--- config.mk ---
export PLATFORM = sky130hd
export DESIGN_NAME = ptc_press
export DESIGN_NICKNAME = d
export VERILOG_FILES = /design/src/ptc_pkg.sv /design/src/ptc_press.sv
export SDC_FILE = /design/constraint.sdc
export NUM_CORES = 2
export LEC_CHECK = 0
export BUFFER_PORTS_ARGS = -buffer_cell sky130_fd_sc_hd__buf_2
export CAP_MARGIN = 0
export CORE_MARGIN = 2
export CORE_UTILIZATION = 25
export CTS_BUF_LIST = sky130_fd_sc_hd__clkbuf_8
export DETAILED_ROUTE_END_ITERATION = 10
export GPL_TIMING_DRIVEN = 0
export SLEW_MARGIN = 20
export SYNTH_ARGS = -nofsm -noshare
export SYNTH_HDL_FRONTEND = slang
export SYNTH_SLANG_ARGS = --single-unit
export TNS_END_PERCENT = 20
--- constraint.sdc ---
create_clock -name clk -period 7.65 [get_ports clk]
set_input_delay 0.765 -clock clk [delete_from_list [all_inputs] [get_ports clk]]
set_output_delay 0.765 -clock clk [all_outputs]
set_load 0.01 [all_outputs]
--- src/ptc_pkg.sv ---
`timescale 1ns / 1ps
`default_nettype none
package ptc_pkg;

  // Field widths
  localparam int RAW_W  = 24;
  localparam int CAL_W  = 16;
  localparam int TEMP_W = 19;
  localparam int PRES_W = 23;

  // Configuration port geometry
  localparam int APB_DW = 32;
  localparam int APB_AW = 5;
  localparam int IDX_W  = 3;

  // Register indexes
  localparam logic [IDX_W-1:0] REG_PRESSURE_SENSITIVITY  = 3'd0;
  localparam logic [IDX_W-1:0] REG_PRESSURE_OFFSET       = 3'd1;
  localparam logic [IDX_W-1:0] REG_SENSITIVITY_TEMP_COEF = 3'd2;
  localparam logic [IDX_W-1:0] REG_OFFSET_TEMP_COEF      = 3'd3;
  localparam logic [IDX_W-1:0] REG_REFERENCE_TEMP        = 3'd4;
  localparam logic [IDX_W-1:0] REG_TEMP_COEF             = 3'd5;

  // Compensation constants
  localparam int TEMP_BASE    = 2000;
  localparam int TEMP_LOW_OFS = 3500;   // distance from 20.00 C down to -15.00 C
  localparam logic [PRES_W-1:0] P_MAX = {PRES_W{1'b1}};

  typedef struct packed {
    logic [CAL_W-1:0] pressure_sensitivity;
    logic [CAL_W-1:0] pressure_offset;
    logic [CAL_W-1:0] sensitivity_temp_coef;
    logic [CAL_W-1:0] offset_temp_coef;
    logic [CAL_W-1:0] reference_temp;
    logic [CAL_W-1:0] temp_coef;
  } ptc_cal_t;

  // Request handed from the temperature front end to the pressure back end
  typedef struct packed {
    logic [RAW_W-1:0]         d1;
    logic                     cold;    // TEMP below 20.00 C
    logic                     vlow;    // TEMP below -15.00 C
    logic signed [TEMP_W-1:0] t_out;
    logic [34:0]              dev;     // (TEMP-2000)^2
    logic [34:0]              low;     // (TEMP+1500)^2, meaningful when vlow
    logic signed [34:0]       sens;
    logic signed [35:0]       off;
  } ptc_mid_t;

endpackage
`default_nettype wire

--- src/ptc_press.sv ---
`timescale 1ns / 1ps
`default_nettype none
module ptc_press (
  input  wire logic                              clk,
  input  wire logic                              rst_n,
  input  wire logic                              in_valid,
  output logic                                   in_ready,
  input  wire ptc_pkg::ptc_mid_t                 in_data,
  output logic                                   out_valid,
  input  wire logic                              out_ready,
  output logic signed [ptc_pkg::TEMP_W-1:0]      out_temp,
  output logic        [ptc_pkg::PRES_W-1:0]      out_pres
);
  import ptc_pkg::*;

  // Stage valid bits and ready chain
  logic v5_r, v6_r, v7_r, v8_r, v9_r;
  logic rdy5, rdy6, rdy7, rdy8, rdy9;

  assign rdy9     = !v9_r || out_ready;
  assign rdy8     = !v8_r || rdy9;
  assign rdy7     = !v7_r || rdy8;
  assign rdy6     = !v6_r || rdy7;
  assign rdy5     = !v5_r || rdy6;
  assign in_ready = rdy5;

  always_ff @(posedge clk) begin
    if (!rst_n) begin
      v5_r <= 1'b0;
      v6_r <= 1'b0;
      v7_r <= 1'b0;
      v8_r <= 1'b0;
      v9_r <= 1'b0;
    end else begin
      if (rdy5) v5_r <= in_valid;
      if (rdy6) v6_r <= v5_r;
      if (rdy7) v7_r <= v6_r;
      if (rdy8) v8_r <= v7_r;
      if (rdy9) v9_r <= v8_r;
    end
  end

  // Stage 5: second-order offset and sensitivity terms
  logic [35:0]              dev3;
  logic [36:0]              dev5;
  logic [37:0]              low7;
  logic [36:0]              low4;
  logic [37:0]              offi_nxt, offi_r;
  logic [36:0]              sensi_nxt, sensi_r;
  logic [RAW_W-1:0]         d1_5_r;
  logic signed [TEMP_W-1:0] t5_r;
  logic signed [34:0]       sens5_r;
  logic signed [35:0]       off5_r;

  assign dev3 = {in_data.dev, 1'b0} + {1'b0, in_data.dev};
  assign dev5 = {in_data.dev, 2'b00} + {2'b00, in_data.dev};
  assign low7 = {in_data.low, 3'b000} - {3'b000, in_data.low};
  assign low4 = {in_data.low, 2'b00};

  always_comb begin
    if (!in_data.cold) begin
      offi_nxt  = {7'd0, in_data.dev[34:4]};
      sensi_nxt = '0;
    end else if (in_data.vlow) begin
      offi_nxt  = {3'b000, dev3[35:1]} + low7;
      sensi_nxt = {3'b000, dev5[36:3]} + low4;
    end else begin
      offi_nxt  = {3'b000, dev3[35:1]};
      sensi_nxt = {3'b000, dev5[36:3]};
    end
  end

  always_ff @(posedge clk) begin
    if (rdy5) begin
      offi_r  <= offi_nxt;
      sensi_r <= sensi_nxt;
      d1_5_r  <= in_data.d1;
      t5_r    <= in_data.t_out;
      sens5_r <= in_data.sens;
      off5_r  <= in_data.off;
    end
  end

  // Stage 6: corrected SENS and OFF
  logic signed [38:0]       diff_r;
  logic signed [39:0]       offn6_r;
  logic [RAW_W-1:0]         d1_6_r;
  logic signed [TEMP_W-1:0] t6_r;

  always_ff @(posedge clk) begin
    if (rdy6) begin
      diff_r  <= 39'(sens5_r) - $signed({2'b00, sensi_r});
      offn6_r <= 40'(off5_r) - $signed({2'b00, offi_r});
      d1_6_r  <= d1_5_r;
      t6_r    <= t5_r;
    end
  end

  // Stage 7: D1 * SENS as two partial products
  logic [43:0]              pl_r;
  logic signed [43:0]       ph_r;
  logic signed [39:0]       offn7_r;
  logic signed [TEMP_W-1:0] t7_r;

  always_ff @(posedge clk) begin
    if (rdy7) begin
      pl_r    <= 44'(d1_6_r) * 44'(diff_r[19:0]);
      ph_r    <= 44'($signed({1'b0, d1_6_r})) * 44'($signed(diff_r[38:20]));
      offn7_r <= offn6_r;
      t7_r    <= t6_r;
    end
  end

  // Stage 8: merge the partial products
  logic signed [63:0]       prod_r;
  logic signed [39:0]       offn8_r;
  logic signed [TEMP_W-1:0] t8_r;

  always_ff @(posedge clk) begin
    if (rdy8) begin
      prod_r  <= $signed({ph_r, 20'h00000} + {20'h00000, pl_r});
      offn8_r <= offn7_r;
      t8_r    <= t7_r;
    end
  end

  // Stage 9: subtract offset, scale, saturate into the output register
  logic signed [43:0]       q;
  logic [28:0]              p;
  logic [PRES_W-1:0]        pres_nxt, pres_r;
  logic signed [TEMP_W-1:0] t9_r;

  assign q = 44'($signed(prod_r[63:21])) - 44'(offn8_r);
  assign p = q[43:15];

  always_comb begin
    if (p[28]) begin
      pres_nxt = '0;
    end else if (p[27:PRES_W] != '0) begin
      pres_nxt = P_MAX;
    end else begin
      pres_nxt = p[PRES_W-1:0];
    end
  end

  always_ff @(posedge clk) begin
    if (rdy9) begin
      pres_r <= pres_nxt;
      t9_r   <= t8_r;
    end
  end

  assign out_valid = v9_r;
  assign out_temp  = t9_r;
  assign out_pres  = pres_r;

endmodule
`default_nettype wire

==> impl_metrics.tcl <==
set metrics [dict create \
    run_status "finished, final reports clean" \
    critical_path.most_common_cell "sky130_fd_sc_hd__fa_1" \
    required_ns 8.17 \
    critical_path.endpoint_type "flop" \
    timing.critical_path.from "diff_r[7]" \
    cts_made_buffers 102 \
    final_wirelength_microns 209000 \
    detailedRoute.firstPassIterationCount 6 \
    r2r_setup_slack_ns 0.11 \
    min_period_over_period_pct 98.6 \
    crit_path_start_kind "flop" \
    path_max_fanout 10 \
    ys_seq_elements 587 \
    finish.net_count 8257 \
    worstMarginPinSlew_ns 1.18 \
    initial_cell_density_of_the_core_pct 25.1 \
    placed_cells_incl_taps 9824 \
    die_area_sq_um 258000 \
    htree_levels 3 \
    fill_cells 26500 \
    fin_skew_ns 0.0850 \
    setup_violations 0 \
    placement_rows 185 \
    cpPeakStageDelay_ns 0.65 \
    post_synth_main_area_contributors "sky130_fd_sc_hd__edfxtp_1 28%, sky130_fd_sc_hd__fa_1 25%, sky130_fd_sc_hd__ha_1 12%" \
    areaGrowthSynthToFinish_pct 14.9 \
    detail_route.vias_per_cell 4.69 \
    final.min_clock_period_ns 7.54 \
    synth-warning-count 0 \
    die_h_microns 508 \
    maxSlewHeadroom_pct 20.5 \
    regToRegEndpoint "pl_r[23]" \
    worstPathCellList "clkbuf_4, and2_1, fa_1, inv_1, fa_1, fa_1, fa_1, inv_1, fa_1, fa_1, inv_1, fa_1, inv_1, ha_1, a21o_1, a221oi_4, o21ai_0, a21o_1, a21o_1, a21o_1, a21o_1, a21oi_1, o21ai_0, xor2_1" \
    root_buf_cell "sky130_fd_sc_hd__clkbuf_8" \
    grt_start_max_net_pins 86 \
    cts_max_path_buffers 3 \
    yosysSeqAreaShare_pct 27.7 \
    number_of_antenna_violations_at_the_first_check_in_global_routing 84 \
    async_flop_share_pct 0 \
    most_frequent_cells_in_the_layout "1086 x sky130_fd_sc_hd__inv_1, 803 x sky130_fd_sc_hd__fa_1, 635 x sky130_fd_sc_hd__nand2_1, 603 x sky130_fd_sc_hd__ha_1, 582 x sky130_fd_sc_hd__edfxtp_1" \
    detailedRoute.firstIterationViolations 3800 \
    routabilityCongestion 0.960 \
    critical_path.slowest_cell "sky130_fd_sc_hd__xor2_1" \
    worst-endpoint-arrival_ns 8.06 \
    top_level_ports 234 \
    timing.setup.critical_path_class "flop to flop" \
    yosysTopAreaCellShare_pct 27.5 \
    setup_repair_after_global_routing_missed_its_margin "yes" \
    worstSetupEndpoint "pl_r[23]" \
    grt_usage_pct 15.9 \
    timing.final.hold_violations 0 \
    cts.sink_count 587 \
    postSynthNetCount 7810 \
    cts.clk_slew.worst_paths_ns 0.06 \
    final-instance-count-excl-fill 10100 \
    fp.coreArea_sq_um 253000 \
    postSynthCellCount 6213 \
    min-delay-start "in_data[181]" \
    grt_first_pass_wirelength_microns 306000 \
    syn-cell-area_sq_um 63500 \
    hold_class "input port to flop" \
    drive_above_1_share_pct 9.95 \
    clock.fmax_mhz 133 \
    hpwlAfterDp_microns 170000 \
    final_common_cell "sky130_fd_sc_hd__inv_1" \
    tritoncts "done" \
    syn_avg_cell_area_sq_um 10.2 \
    dominantRegCellSynth "sky130_fd_sc_hd__edfxtp_1" \
    routed_wire_length_per_instance_microns 20.6 \
    finalMaxSlewViolations 0 \
    drcViolationCount 0 \
    crit-reg2reg-launch "diff_r[7]" \
    maxCapViolCount 0 \
    netlist.top_cell.by_area "sky130_fd_sc_hd__edfxtp_1" \
    via_count 47500 \
    floorplan.die.width_microns 508 \
    vias_in_the_first_global_route 48400 \
    drtAntennaViolNets 0 \
    portBuffers 232 \
    timing.reg2reg.worst_path_depth 24 \
    synth.lib_cells_used.distinct 81 \
    synth_enable_flop_cells 582 \
    overflow 0 \
    clock_latency_ns 0.86 \
]
## logic make-up after synthesis
logic type      count (synthesis)  synth area share [%]
simple gates                 1632                  12.7
fa+ha+maj                    1407                  37.2
buf+inv                      1275                  7.56
compound gates                971                  10.1
flops                         587                  27.7
xor+xnor                      315                  4.34
mux                            26                 0.416
## flip-flops by register name (all words and copies together) (netlist names), 35 cells and up
name     cells
diff_r      39
offn8_r     40
offn7_r     40
ph_r        44
sensi_r     37
offi_r      38
prod_r      43
offn6_r     40
sens5_r     35
off5_r      36
## critical path: cells and delay by family (launching register included)
| kind | cells | cell delay, ns |
|---|---|---|
| adders and majority gates | 8 | 3.74 |
| AOI/OAI and AO/OA | 9 | 1.67 |
| DFF | 1 | 0.45 |
| buffers and inverters | 5 | 0.51 |
| and+or+nand+nor | 1 | 0.22 |
| xor gates and xnor gates | 1 | 0.65 |
## cells in the mapped netlist, types with 7 or more instances
cell type,number
sky130_fd_sc_hd__a2111oi_0,11
sky130_fd_sc_hd__a211o_1,17
sky130_fd_sc_hd__a211oi_1,39
sky130_fd_sc_hd__a21boi_0,11
sky130_fd_sc_hd__a21o_1,154
sky130_fd_sc_hd__a21oi_1,294
sky130_fd_sc_hd__a21oi_2,22
sky130_fd_sc_hd__a221oi_1,10
sky130_fd_sc_hd__a31o_2,11
sky130_fd_sc_hd__a31oi_1,33
sky130_fd_sc_hd__a41oi_1,8
sky130_fd_sc_hd__and2_1,477
sky130_fd_sc_hd__and3_1,41
sky130_fd_sc_hd__and4_1,11
sky130_fd_sc_hd__buf_1,15
sky130_fd_sc_hd__clkbuf_1,200
sky130_fd_sc_hd__edfxtp_1,582
sky130_fd_sc_hd__fa_1,803
sky130_fd_sc_hd__ha_1,604
sky130_fd_sc_hd__inv_1,1057
sky130_fd_sc_hd__mux2i_1,23
sky130_fd_sc_hd__nand2_1,637
sky130_fd_sc_hd__nand2b_1,36
sky130_fd_sc_hd__nand3_1,66
sky130_fd_sc_hd__nand4_1,25
sky130_fd_sc_hd__nor2_1,193
sky130_fd_sc_hd__nor2b_1,61
sky130_fd_sc_hd__nor3_1,40
sky130_fd_sc_hd__nor3b_1,7
sky130_fd_sc_hd__o2111ai_1,9
sky130_fd_sc_hd__o211a_1,7
sky130_fd_sc_hd__o211ai_1,24
sky130_fd_sc_hd__o21a_1,47
sky130_fd_sc_hd__o21ai_0,142
sky130_fd_sc_hd__o21bai_1,40
sky130_fd_sc_hd__o221ai_1,9
sky130_fd_sc_hd__o2bb2ai_1,7
sky130_fd_sc_hd__o31a_1,7
sky130_fd_sc_hd__o31ai_1,15
sky130_fd_sc_hd__or2_2,7
sky130_fd_sc_hd__or3_1,11
sky130_fd_sc_hd__xnor2_1,202
sky130_fd_sc_hd__xor2_1,113
## per-stage QoR
stage	instance area [sq um]	setup WS, ns	hold slack, ns	TNS, ns	utilization [%]
final	73000	0.109	0.114	0	28.8
after global routing	73000	-0.0375	0.0477	-0.0573	28.8
after global placement	68900	-4.10	0.400	-801.21	27.2
after CTS	72400	0.00266	0.000288	0	28.6
after detailed placement	69300	-1.71	0.405	-35.29	27.3
after floorplan	63500	0.114	0.400	0	-
## what timing repair did
action	in CTS	in global routing
hold buffers	47	0
gates resized for setup	194	188
pin swaps	2	15
endpoints found under the hold margin	47	0
gates cloned	0	1
endpoints found under the setup margin	43	19
buffers inserted	21	30
## layout make-up
class                           instances  area, sq um  area share, %
Antenna cell                           19         47.5         0.0651
Buffer                                215         1310           1.80
Timing Repair Buffer                  345         2380           3.26
Clock inverter                         82          609          0.835
Multi-Input combinational cell       4351        41400           56.7
Sequential cell                       587        17600           24.1
Inverter                             1058         3980           5.45
Tap cell                             3366         4210           5.77
Clock buffer                          107         1470           2.02
## worst min path at each step
stage | endpoint | depth (start not counted)
after global placement | t7_r[0] | 0
after detailed placement | offn7_r[18] | 0
after CTS | off5_r[20] | 1
final | d1_5_r[19] | 1
after global routing | t5_r[18] | 1
after floorplan | d1_6_r[0] | 0
## layer usage
layer	track usage (%)	vias to the layer above	share of wire, %	wire length, microns
met1	20.6	23800	41	86600
met4	7.43	36	5.1	10600
li1	-	21300	-	-
met2	25.3	1891	45	94000
met5	0	-	0.099	206
met3	3.26	459	8.3	17400
Power is not shown: default switching activity piles up to over one toggle a cycle in this logic, so the estimate is an artifact.
