==> src/ptc_pkg.sv <==
`timescale 1ns / 1ps
`default_nettype none
package ptc_pkg;

  // Field widths
  localparam int RAW_W  = 24;
  localparam int CAL_W  = 16;
  localparam int TEMP_W = 19;
  localparam int PRES_W = 23;

  // Configuration port geometry
  localparam int APB_DW = 32;
  localparam int APB_AW = 5;
  localparam int IDX_W  = 3;

  // Register indexes
  localparam logic [IDX_W-1:0] REG_PRESSURE_SENSITIVITY  = 3'd0;
  localparam logic [IDX_W-1:0] REG_PRESSURE_OFFSET       = 3'd1;
  localparam logic [IDX_W-1:0] REG_SENSITIVITY_TEMP_COEF = 3'd2;
  localparam logic [IDX_W-1:0] REG_OFFSET_TEMP_COEF      = 3'd3;
  localparam logic [IDX_W-1:0] REG_REFERENCE_TEMP        = 3'd4;
  localparam logic [IDX_W-1:0] REG_TEMP_COEF             = 3'd5;

  // Compensation constants
  localparam int TEMP_BASE    = 2000;
  localparam int TEMP_LOW_OFS = 3500;   // distance from 20.00 C down to -15.00 C
  localparam logic [PRES_W-1:0] P_MAX = {PRES_W{1'b1}};

  typedef struct packed {
    logic [CAL_W-1:0] pressure_sensitivity;
    logic [CAL_W-1:0] pressure_offset;
    logic [CAL_W-1:0] sensitivity_temp_coef;
    logic [CAL_W-1:0] offset_temp_coef;
    logic [CAL_W-1:0] reference_temp;
    logic [CAL_W-1:0] temp_coef;
  } ptc_cal_t;

  // Request handed from the temperature front end to the pressure back end
  typedef struct packed {
    logic [RAW_W-1:0]         d1;
    logic                     cold;    // TEMP below 20.00 C
    logic                     vlow;    // TEMP below -15.00 C
    logic signed [TEMP_W-1:0] t_out;
    logic [34:0]              dev;     // (TEMP-2000)^2
    logic [34:0]              low;     // (TEMP+1500)^2, meaningful when vlow
    logic signed [34:0]       sens;
    logic signed [35:0]       off;
  } ptc_mid_t;

endpackage
`default_nettype wire

==> src/ptc_cfg.sv <==
`timescale 1ns / 1ps
`default_nettype none
module ptc_cfg (
  input  wire logic                       clk,
  input  wire logic                       rst_n,
  input  wire logic                       psel,
  input  wire logic                       penable,
  input  wire logic                       pwrite,
  input  wire logic [ptc_pkg::APB_AW-1:0] paddr,
  input  wire logic [ptc_pkg::APB_DW-1:0] pwdata,
  output logic      [ptc_pkg::APB_DW-1:0] prdata,
  output logic                            pready,
  output ptc_pkg::ptc_cal_t               cal
);
  import ptc_pkg::*;

  ptc_cal_t         cal_r, cal_nxt;
  logic [IDX_W-1:0] idx;
  logic             wr_en;
  logic [CAL_W-1:0] rd_word;

  assign idx    = paddr[APB_AW-1:2];
  assign wr_en  = psel && penable && pwrite;
  assign pready = 1'b1;
  assign cal    = cal_r;

  // Decode the write; drop writes past the last register
  always_comb begin
    cal_nxt = cal_r;
    if (wr_en) begin
      case (idx)
        REG_PRESSURE_SENSITIVITY:  cal_nxt.pressure_sensitivity  = pwdata[CAL_W-1:0];
        REG_PRESSURE_OFFSET:       cal_nxt.pressure_offset       = pwdata[CAL_W-1:0];
        REG_SENSITIVITY_TEMP_COEF: cal_nxt.sensitivity_temp_coef = pwdata[CAL_W-1:0];
        REG_OFFSET_TEMP_COEF:      cal_nxt.offset_temp_coef      = pwdata[CAL_W-1:0];
        REG_REFERENCE_TEMP:        cal_nxt.reference_temp        = pwdata[CAL_W-1:0];
        REG_TEMP_COEF:             cal_nxt.temp_coef             = pwdata[CAL_W-1:0];
        default:                   cal_nxt = cal_r;
      endcase
    end
  end

  always_ff @(posedge clk) begin
    if (!rst_n) begin
      cal_r <= '0;
    end else begin
      cal_r <= cal_nxt;
    end
  end

  // Read back
  always_comb begin
    case (idx)
      REG_PRESSURE_SENSITIVITY:  rd_word = cal_r.pressure_sensitivity;
      REG_PRESSURE_OFFSET:       rd_word = cal_r.pressure_offset;
      REG_SENSITIVITY_TEMP_COEF: rd_word = cal_r.sensitivity_temp_coef;
      REG_OFFSET_TEMP_COEF:      rd_word = cal_r.offset_temp_coef;
      REG_REFERENCE_TEMP:        rd_word = cal_r.reference_temp;
      REG_TEMP_COEF:             rd_word = cal_r.temp_coef;
      default:                   rd_word = '0;
    endcase
  end

  assign prdata = {{(APB_DW-CAL_W){1'b0}}, rd_word};

endmodule
`default_nettype wire

==> config.mk <==
export PLATFORM = sky130hd
export DESIGN_NAME = ptc_cfg
export DESIGN_NICKNAME = d
export VERILOG_FILES = /design/src/ptc_pkg.sv /design/src/ptc_cfg.sv
export SDC_FILE = /design/constraint.sdc
export NUM_CORES = 1
export LEC_CHECK = 0
export BUFFER_PORTS_ARGS = -buffer_cell sky130_fd_sc_hd__buf_4
export CORE_MARGIN = 2
export CORE_UTILIZATION = 49
export CTS_CLUSTER_SIZE = 8
export DETAILED_ROUTE_END_ITERATION = 12
export PLACE_DENSITY = 0.8
export SETUP_SLACK_MARGIN = 0.05
export SKIP_CTS_REPAIR_TIMING = 1
export SLEW_MARGIN = 15
export SYNTH_ARGS = -nofsm -noshare
export SYNTH_HDL_FRONTEND = slang
export SYNTH_SLANG_ARGS = --single-unit
==> constraint.sdc <==
create_clock -name clk -period 2.2 [get_ports clk]
set_clock_uncertainty 0.1 [all_clocks]
set_input_delay 0.44 -clock clk [delete_from_list [all_inputs] [get_ports clk]]
set_output_delay 0.44 -clock clk [all_outputs]
set_load 0.1 [all_outputs]
==> results of run 1 <==
## area by class of cell
type | count | area share
multi-input cells | 321 | 0.396
clock inverters | 5 | 0.00661
repair buffers | 177 | 0.235
clock buffers | 11 | 0.0226
flip-flops and latches | 96 | 0.316
inverters | 1 | 0.00120
well taps | 111 | 0.0222
## placed cells by master, fill, tap and decap left out, types with 5 or more instances in the layout
cell,count
nand2_1,116
o21ai_2,7
clkbuf_8,10
dfxtp_1,56
mux2i_1,103
mux2_2,29
dfxtp_2,40
buf_4,157
conb_1,17
a22oi_1,8
buf_12,5
a22oi_2,6
a32oi_1,6
buf_6,12
## power groups by stage
stage | registers (mW) | logic (mW) | clock network, mW
finish | 1.76 | 0.572 | 1.08
global placement | 1.80 | 0.535 | 0
global route | 1.76 | 0.595 | 1.17
detailed placement | 1.80 | 0.540 | 0
CTS | 1.76 | 0.540 | 1.10
floorplan | 1.89 | 0.339 | 0
## routing by layer
layer | vias up | routed length (µm)
met5 | - | 0
met4 | 0 | 172
met3 | 17 | 782
met2 | 121 | 6460
met1 | 1899 | 5440
li1 | 1837 | -
## metrics by stage
stage | worst slack [ns] | hold WS, ns | power, mW | cells | utilization
finish | 0.0671 | 0.365 | 3.41 | 722 | 0.689
global route | 0.0330 | 0.367 | 3.52 | 722 | 0.689
CTS | -0.154 | 0.350 | 3.40 | 718 | 0.667
detailed placement | -0.149 | 0.356 | 2.34 | 702 | 0.647
global placement | -0.156 | 0.347 | 2.34 | 702 | 0.647
floorplan | -0.794 | 0.581 | 2.23 | 466 | -
## worst register-to-register path: stages (launching register included)
cell	delay [ns]
dfxtp_1	0.40
nand2_1	0.07
mux2i_1	0.14
## path summary, 6_finish.rpt
kind | depth (start not counted) | slack, ns | from | end
hold / removal | 3 | 0.36 | pwdata[6] | cal[54]$_SDFFE_PN0P_
hold reg to reg | 2 | 0.36 | cal[76]$_SDFFE_PN0P_ | cal[76]$_SDFFE_PN0P_
setup reg to reg | 2 | 1.42 | cal[0]$_SDFFE_PN0P_ | cal[0]$_SDFFE_PN0P_
setup / recovery | 6 | 0.07 | paddr[4] | prdata[14]
## kinds of logic after synthesis
kind of cell,count (synthesis),share of synthesized area
and+or+nand+nor,133,0.136
DFF,96,0.426
muxes,132,0.301
AOI/OAI and AO/OA,39,0.0624
buffers and inverters,49,0.0727
other,2,0.00167
==> results.py, run 1 <==
metrics = {
    "clock_network": {
        "clk_pin_slew_ns": 0.10,
        "cts.htree.levels": 3,
        "numCtsBuffers": 9,
        "cts_max_path_buffers": 2,
        "cts_tree": "built",
        "insertion_delay_ns": 0.35,
        "cts_root_buf": "clkbuf_8",
        "clkSinkCount": 96,
    },
    "global_route": {
        "grt_overflow": 0,
        "antenna_found_initial": 0,
        "use_met1": 0.328,
        "use_met2": 0.427,
        "grt_pass1_vias": 3845,
        "grt_busiest_layer": "met2",
        "grt_use_total": 0.253,
        "grt_first_pass_wirelength_um": 19800,
        "grt_max_degree": 46,
        "grtUsageMet3": 0.0522,
    },
    "synthesis": {
        "yosys_warnings": 0,
        "ys.flop_type": "dfxtp_1",
        "yosysSeqAreaShare": 0.426,
        "synth_seq_cells": 96,
        "yosys-top-cells-count": "nand2_1, mux2i_1, dfxtp_1, mux2_2, buf_4",
        "syn_avg_cell_area_um2": 10.0,
        "ys_async_sr_fraction": 0,
        "syn-cell-area_um2": 4510,
        "ys_types": 28,
        "synth_top_area_frac": 0.426,
        "synth_edf_count": 0,
        "ys_top_cells_by_area": "dfxtp_1, mux2i_1, nand2_1",
        "yosysTopAreaCell": "dfxtp_1",
        "synth_cells": 451,
        "yosysMostFrequentCell": "nand2_1",
    },
    "job": {
        "drv_cap": 0,
    },
    "placement": {
        "routabilityCongestion": 0.813,
        "dpl-instance-area_um2": 5860,
        "io_buffers": 135,
        "dp_hpwl_um": 9240,
    },
    "floorplan": {
        "start_util": 0.497,
        "die_w_um": 99.9,
        "rows": 35,
        "core_area_um2": 9060,
        "ioPinCount": 171,
        "fp.dieH_um": 99.9,
        "dieArea_um2": 9990,
    },
    "finish": {
        "areaGrowthSynthToFinish_pct": 38.6,
        "largest_reg_flops": 96,
        "multi_input_area_um2": 2480,
        "finalInstanceArea_um2": 6250,
        "regArea_um2": 1970,
        "antenna_cells": 0,
        "layout-drive-gt1-share": 0.483,
        "final_nets": 648,
        "fill_cells": 716,
    },
    "timing": {
        "finalSetupTns_ns": 0,
        "fin_crit_ns": 2.13,
        "setup_viol": 0,
        "hold_violations": 0,
        "post-route-period-util": 0.969,
        "report.final.slew_viol_count": 0,
        "rsz0062_at_grt": "true",
        "timing.fmax_mhz": 469,
    },
    "detailed_routing": {
        "wire_per_inst_um": 17.8,
        "ant_nets": 0,
        "route.detailed.drc": 0,
        "vias": 3874,
        "first_pass_iters": 4,
        "drt-initial-drc-count": 213,
        "routed_wl_um": 12900,
        "vias_per_cell": 5.37,
    },
    "setup_path": {
        "critPathBufInv": 4,
        "critPathArrivalTime_ns": 1.59,
        "path_delay_family": "buffers and inverters",
        "path_max_fanout": 10,
        "cpMostUsedCell": "buf_4",
        "cp-start-kind": "input pin",
        "crit_chain": "buf_6, clkinvlp_4, buf_4, a22oi_1, o21ai_2, buf_4",
        "crit_type": "input pin to output pin",
        "worst_path_largest_cell_delay_ns": 0.24,
        "end_kind": "output pin",
        "slowest_stage": "clkinvlp_4",
        "worstPathRequired_ns": 1.66,
    },
    "pwr": {
        "power.internal_mw": 2.35,
        "p_comb_frac": 0.168,
        "ir_worst_vdd_mv": 0.364,
        "seq_power_share": 0.516,
        "switching_share": 0.311,
        "clkPwrFrac": 0.316,
        "p_leak_nw": 2.56,
        "p_switching_mw": 1.06,
        "power_density_nw_per_um2": 546,
    },
    "min_path": {
        "hold_class": "input pin to register",
    },
    "outcome": {
        "status": "complete, no violations",
    },
}
Note: power is estimated with default switching activity, not from simulation.
==> inputs of run 2 (changes only) <==
- CORE_ASPECT_RATIO: unset -> 0.9
==> run 2 against run 1 <==
Against the previous run:
- critical path depth rose by 1
- final cell count is 2.9% higher
- worst hold slack better by 0.0040 ns
- power increased by 16%
- non-clock buffer count is 10 higher
- design area increased by 3.2%
- maximum frequency is 0.51% lower
- global-route usage fell by 0.17 points
- sequential power barely moved
- clock-buffer cell count down 2
- combinational power grew 0.9%
- via count is 2.3% higher
- largest cell class unchanged
==> results.py, run 2 (synthesis results as in run 1) <==
metrics = {
    "setup_path": {
        "worst_path_largest_cell_delay_ns": 0.28,
        "path_max_fanout": 11,
        "worstPathRequired_ns": 1.66,
        "critPathArrivalTime_ns": 1.60,
        "r2r_end": "cal[7]$_SDFFE_PN0P_",
        "end_kind": "output pin",
        "cpMostUsedCell": "buf_4",
        "r2r_start": "cal[7]$_SDFFE_PN0P_",
        "crit_chain": "buf_8, buf_4, nor3b_2, buf_4, nand2_1, o211ai_1, buf_6",
        "crit_type": "input pin to output pin",
        "rr_worst_depth": 2,
        "cp-start-kind": "input pin",
        "slowest_stage": "buf_6",
        "regToRegSetupSlack_ns": 1.42,
    },
    "finish": {
        "areaGrowthSynthToFinish_pct": 43.0,
        "final_common_cell": "buf_4",
        "largest_reg_flops": 96,
        "finalInstanceArea_um2": 6450,
        "instances_no_fill": 743,
        "final_nets": 658,
        "antenna_cells": 0,
        "final_cell_mix": "buf_4, nand2_1, mux2i_1, dfxtp_1, dfxtp_2",
        "layout-drive-gt1-share": 0.485,
    },
    "placement": {
        "io_buffers": 135,
        "dpl-instance-area_um2": 5940,
        "placed_cells": 718,
        "routabilityCongestion": 0.830,
        "dp_hpwl_um": 9310,
    },
    "clock_network": {
        "numCtsBuffers": 9,
        "cts_max_path_buffers": 2,
        "cts_root_buf": "clkbuf_8",
        "cts_tree": "built",
        "clkSinkCount": 96,
        "clk_pin_slew_ns": 0.09,
        "insertion_delay_ns": 0.35,
        "cts.htree.levels": 3,
    },
    "timing": {
        "timing.fmax_mhz": 466,
        "hold_violations": 0,
        "report.final.slew_viol_count": 0,
        "setup_viol": 0,
        "rsz0062_at_grt": "true",
        "post-route-period-util": 0.975,
        "fin_crit_ns": 2.14,
    },
    "global_route": {
        "grt_overflow": 0,
        "grt_max_degree": 63,
        "grt_use_total": 0.251,
        "grt_first_pass_wirelength_um": 19800,
        "antenna_found_initial": 0,
        "grt_pass1_vias": 3849,
    },
    "detailed_routing": {
        "routed_wl_um": 13000,
        "wire_per_inst_um": 17.5,
        "vias_per_cell": 5.34,
        "drt-initial-drc-count": 196,
        "first_pass_iters": 5,
        "ant_nets": 0,
        "route.detailed.drc": 0,
        "vias": 3965,
    },
    "floorplan": {
        "dieArea_um2": 9990,
        "core_area_um2": 9040,
        "fp.dieH_um": 95.0,
        "rows": 33,
        "die_w_um": 105,
        "ioPinCount": 171,
        "start_util": 0.499,
    },
    "pwr": {
        "total_power_mw": 3.97,
        "ir_worst_vdd_mv": 0.393,
        "p_leak_nw": 2.67,
        "power_density_nw_per_um2": 615,
    },
    "min_path": {
        "hold_class": "input pin to register",
        "whs_endpoint": "cal[28]$_SDFFE_PN0P_",
        "hold_start": "pwdata[12]",
        "hold_depth": 3,
    },
    "job": {
        "drv_cap": 0,
    },
    "outcome": {
        "status": "complete, no violations",
    },
}
==> run 2: changes by cell type in the layout (fill, tap and decap cells not counted), moves of 2 or more <==
cell / change
bufinv_16: +5
buf_12: +2
buf_4: +7
a22oi_1: +4
a22oi_2: -4
clkinv_4: -2
buf_8: +2
==> run 2: area by class of cell <==
| type | instances | area, µm² |
|---|---|---|
| Clock buffer | 9 | 124 |
| Clock inverter | 7 | 166 |
| Fill cell | 628 | 2590 |
| Inverter | 1 | 7.51 |
| Multi-Input combinational cell | 321 | 2440 |
| Sequential cell | 96 | 1970 |
| Tap cell | 122 | 153 |
| Timing Repair Buffer | 187 | 1580 |
==> run 2: per-stage QoR <==
step | hold slack (ns) | utilization | TNS (ns) | setup slack, ns
after detailed placement | 0.355 | 0.657 | -0.451 | -0.0736
final | 0.369 | 0.713 | 0 | 0.0561
after global placement | 0.346 | 0.657 | -0.379 | -0.0534
after floorplan | 0.581 | - | -5.88 | -0.794
after global routing | 0.384 | 0.713 | 0 | 0.00999
after CTS | 0.362 | 0.689 | -0.621 | -0.0849
==> run 2: worst max path at each step <==
stage / start / endpoint / slack, ns / cells past startpoint
CTS: paddr[3] / prdata[15] / -0.08 / 6
global route: cal[58]$_SDFFE_PN0P_ / prdata[10] / 0.01 / 5
detailed placement: paddr[3] / prdata[15] / -0.07 / 6
floorplan: paddr[3] / prdata[1] / -0.79 / 5
global placement: paddr[3] / prdata[10] / -0.05 / 6
finish: paddr[2] / prdata[1] / 0.06 / 7
==> run 2: per-layer routing <==
metal	vias to the layer above	GRT usage	share of wire
li1	1873	-	-
met4	0	0.0711	0.0095
met2	175	0.429	0.49
met1	1904	0.324	0.42
met5	-	0	0
met3	13	0.0511	0.078
==> run 2: worst max-delay path, delay by kind of cell <==
| family | cells | cell delay [ns] |
|---|---|---|
| AOI/OAI and AO/OA | 1 | 0.15 |
| buffers and inverters | 4 | 0.77 |
| and+or+nand+nor | 2 | 0.25 |
==> run 2: report_power, final <==
group          switching [mW]  internal, mW
Combinational           0.421         0.155
Sequential             0.0111          1.75
Clock                   0.642         0.989
Total                    1.07          2.89
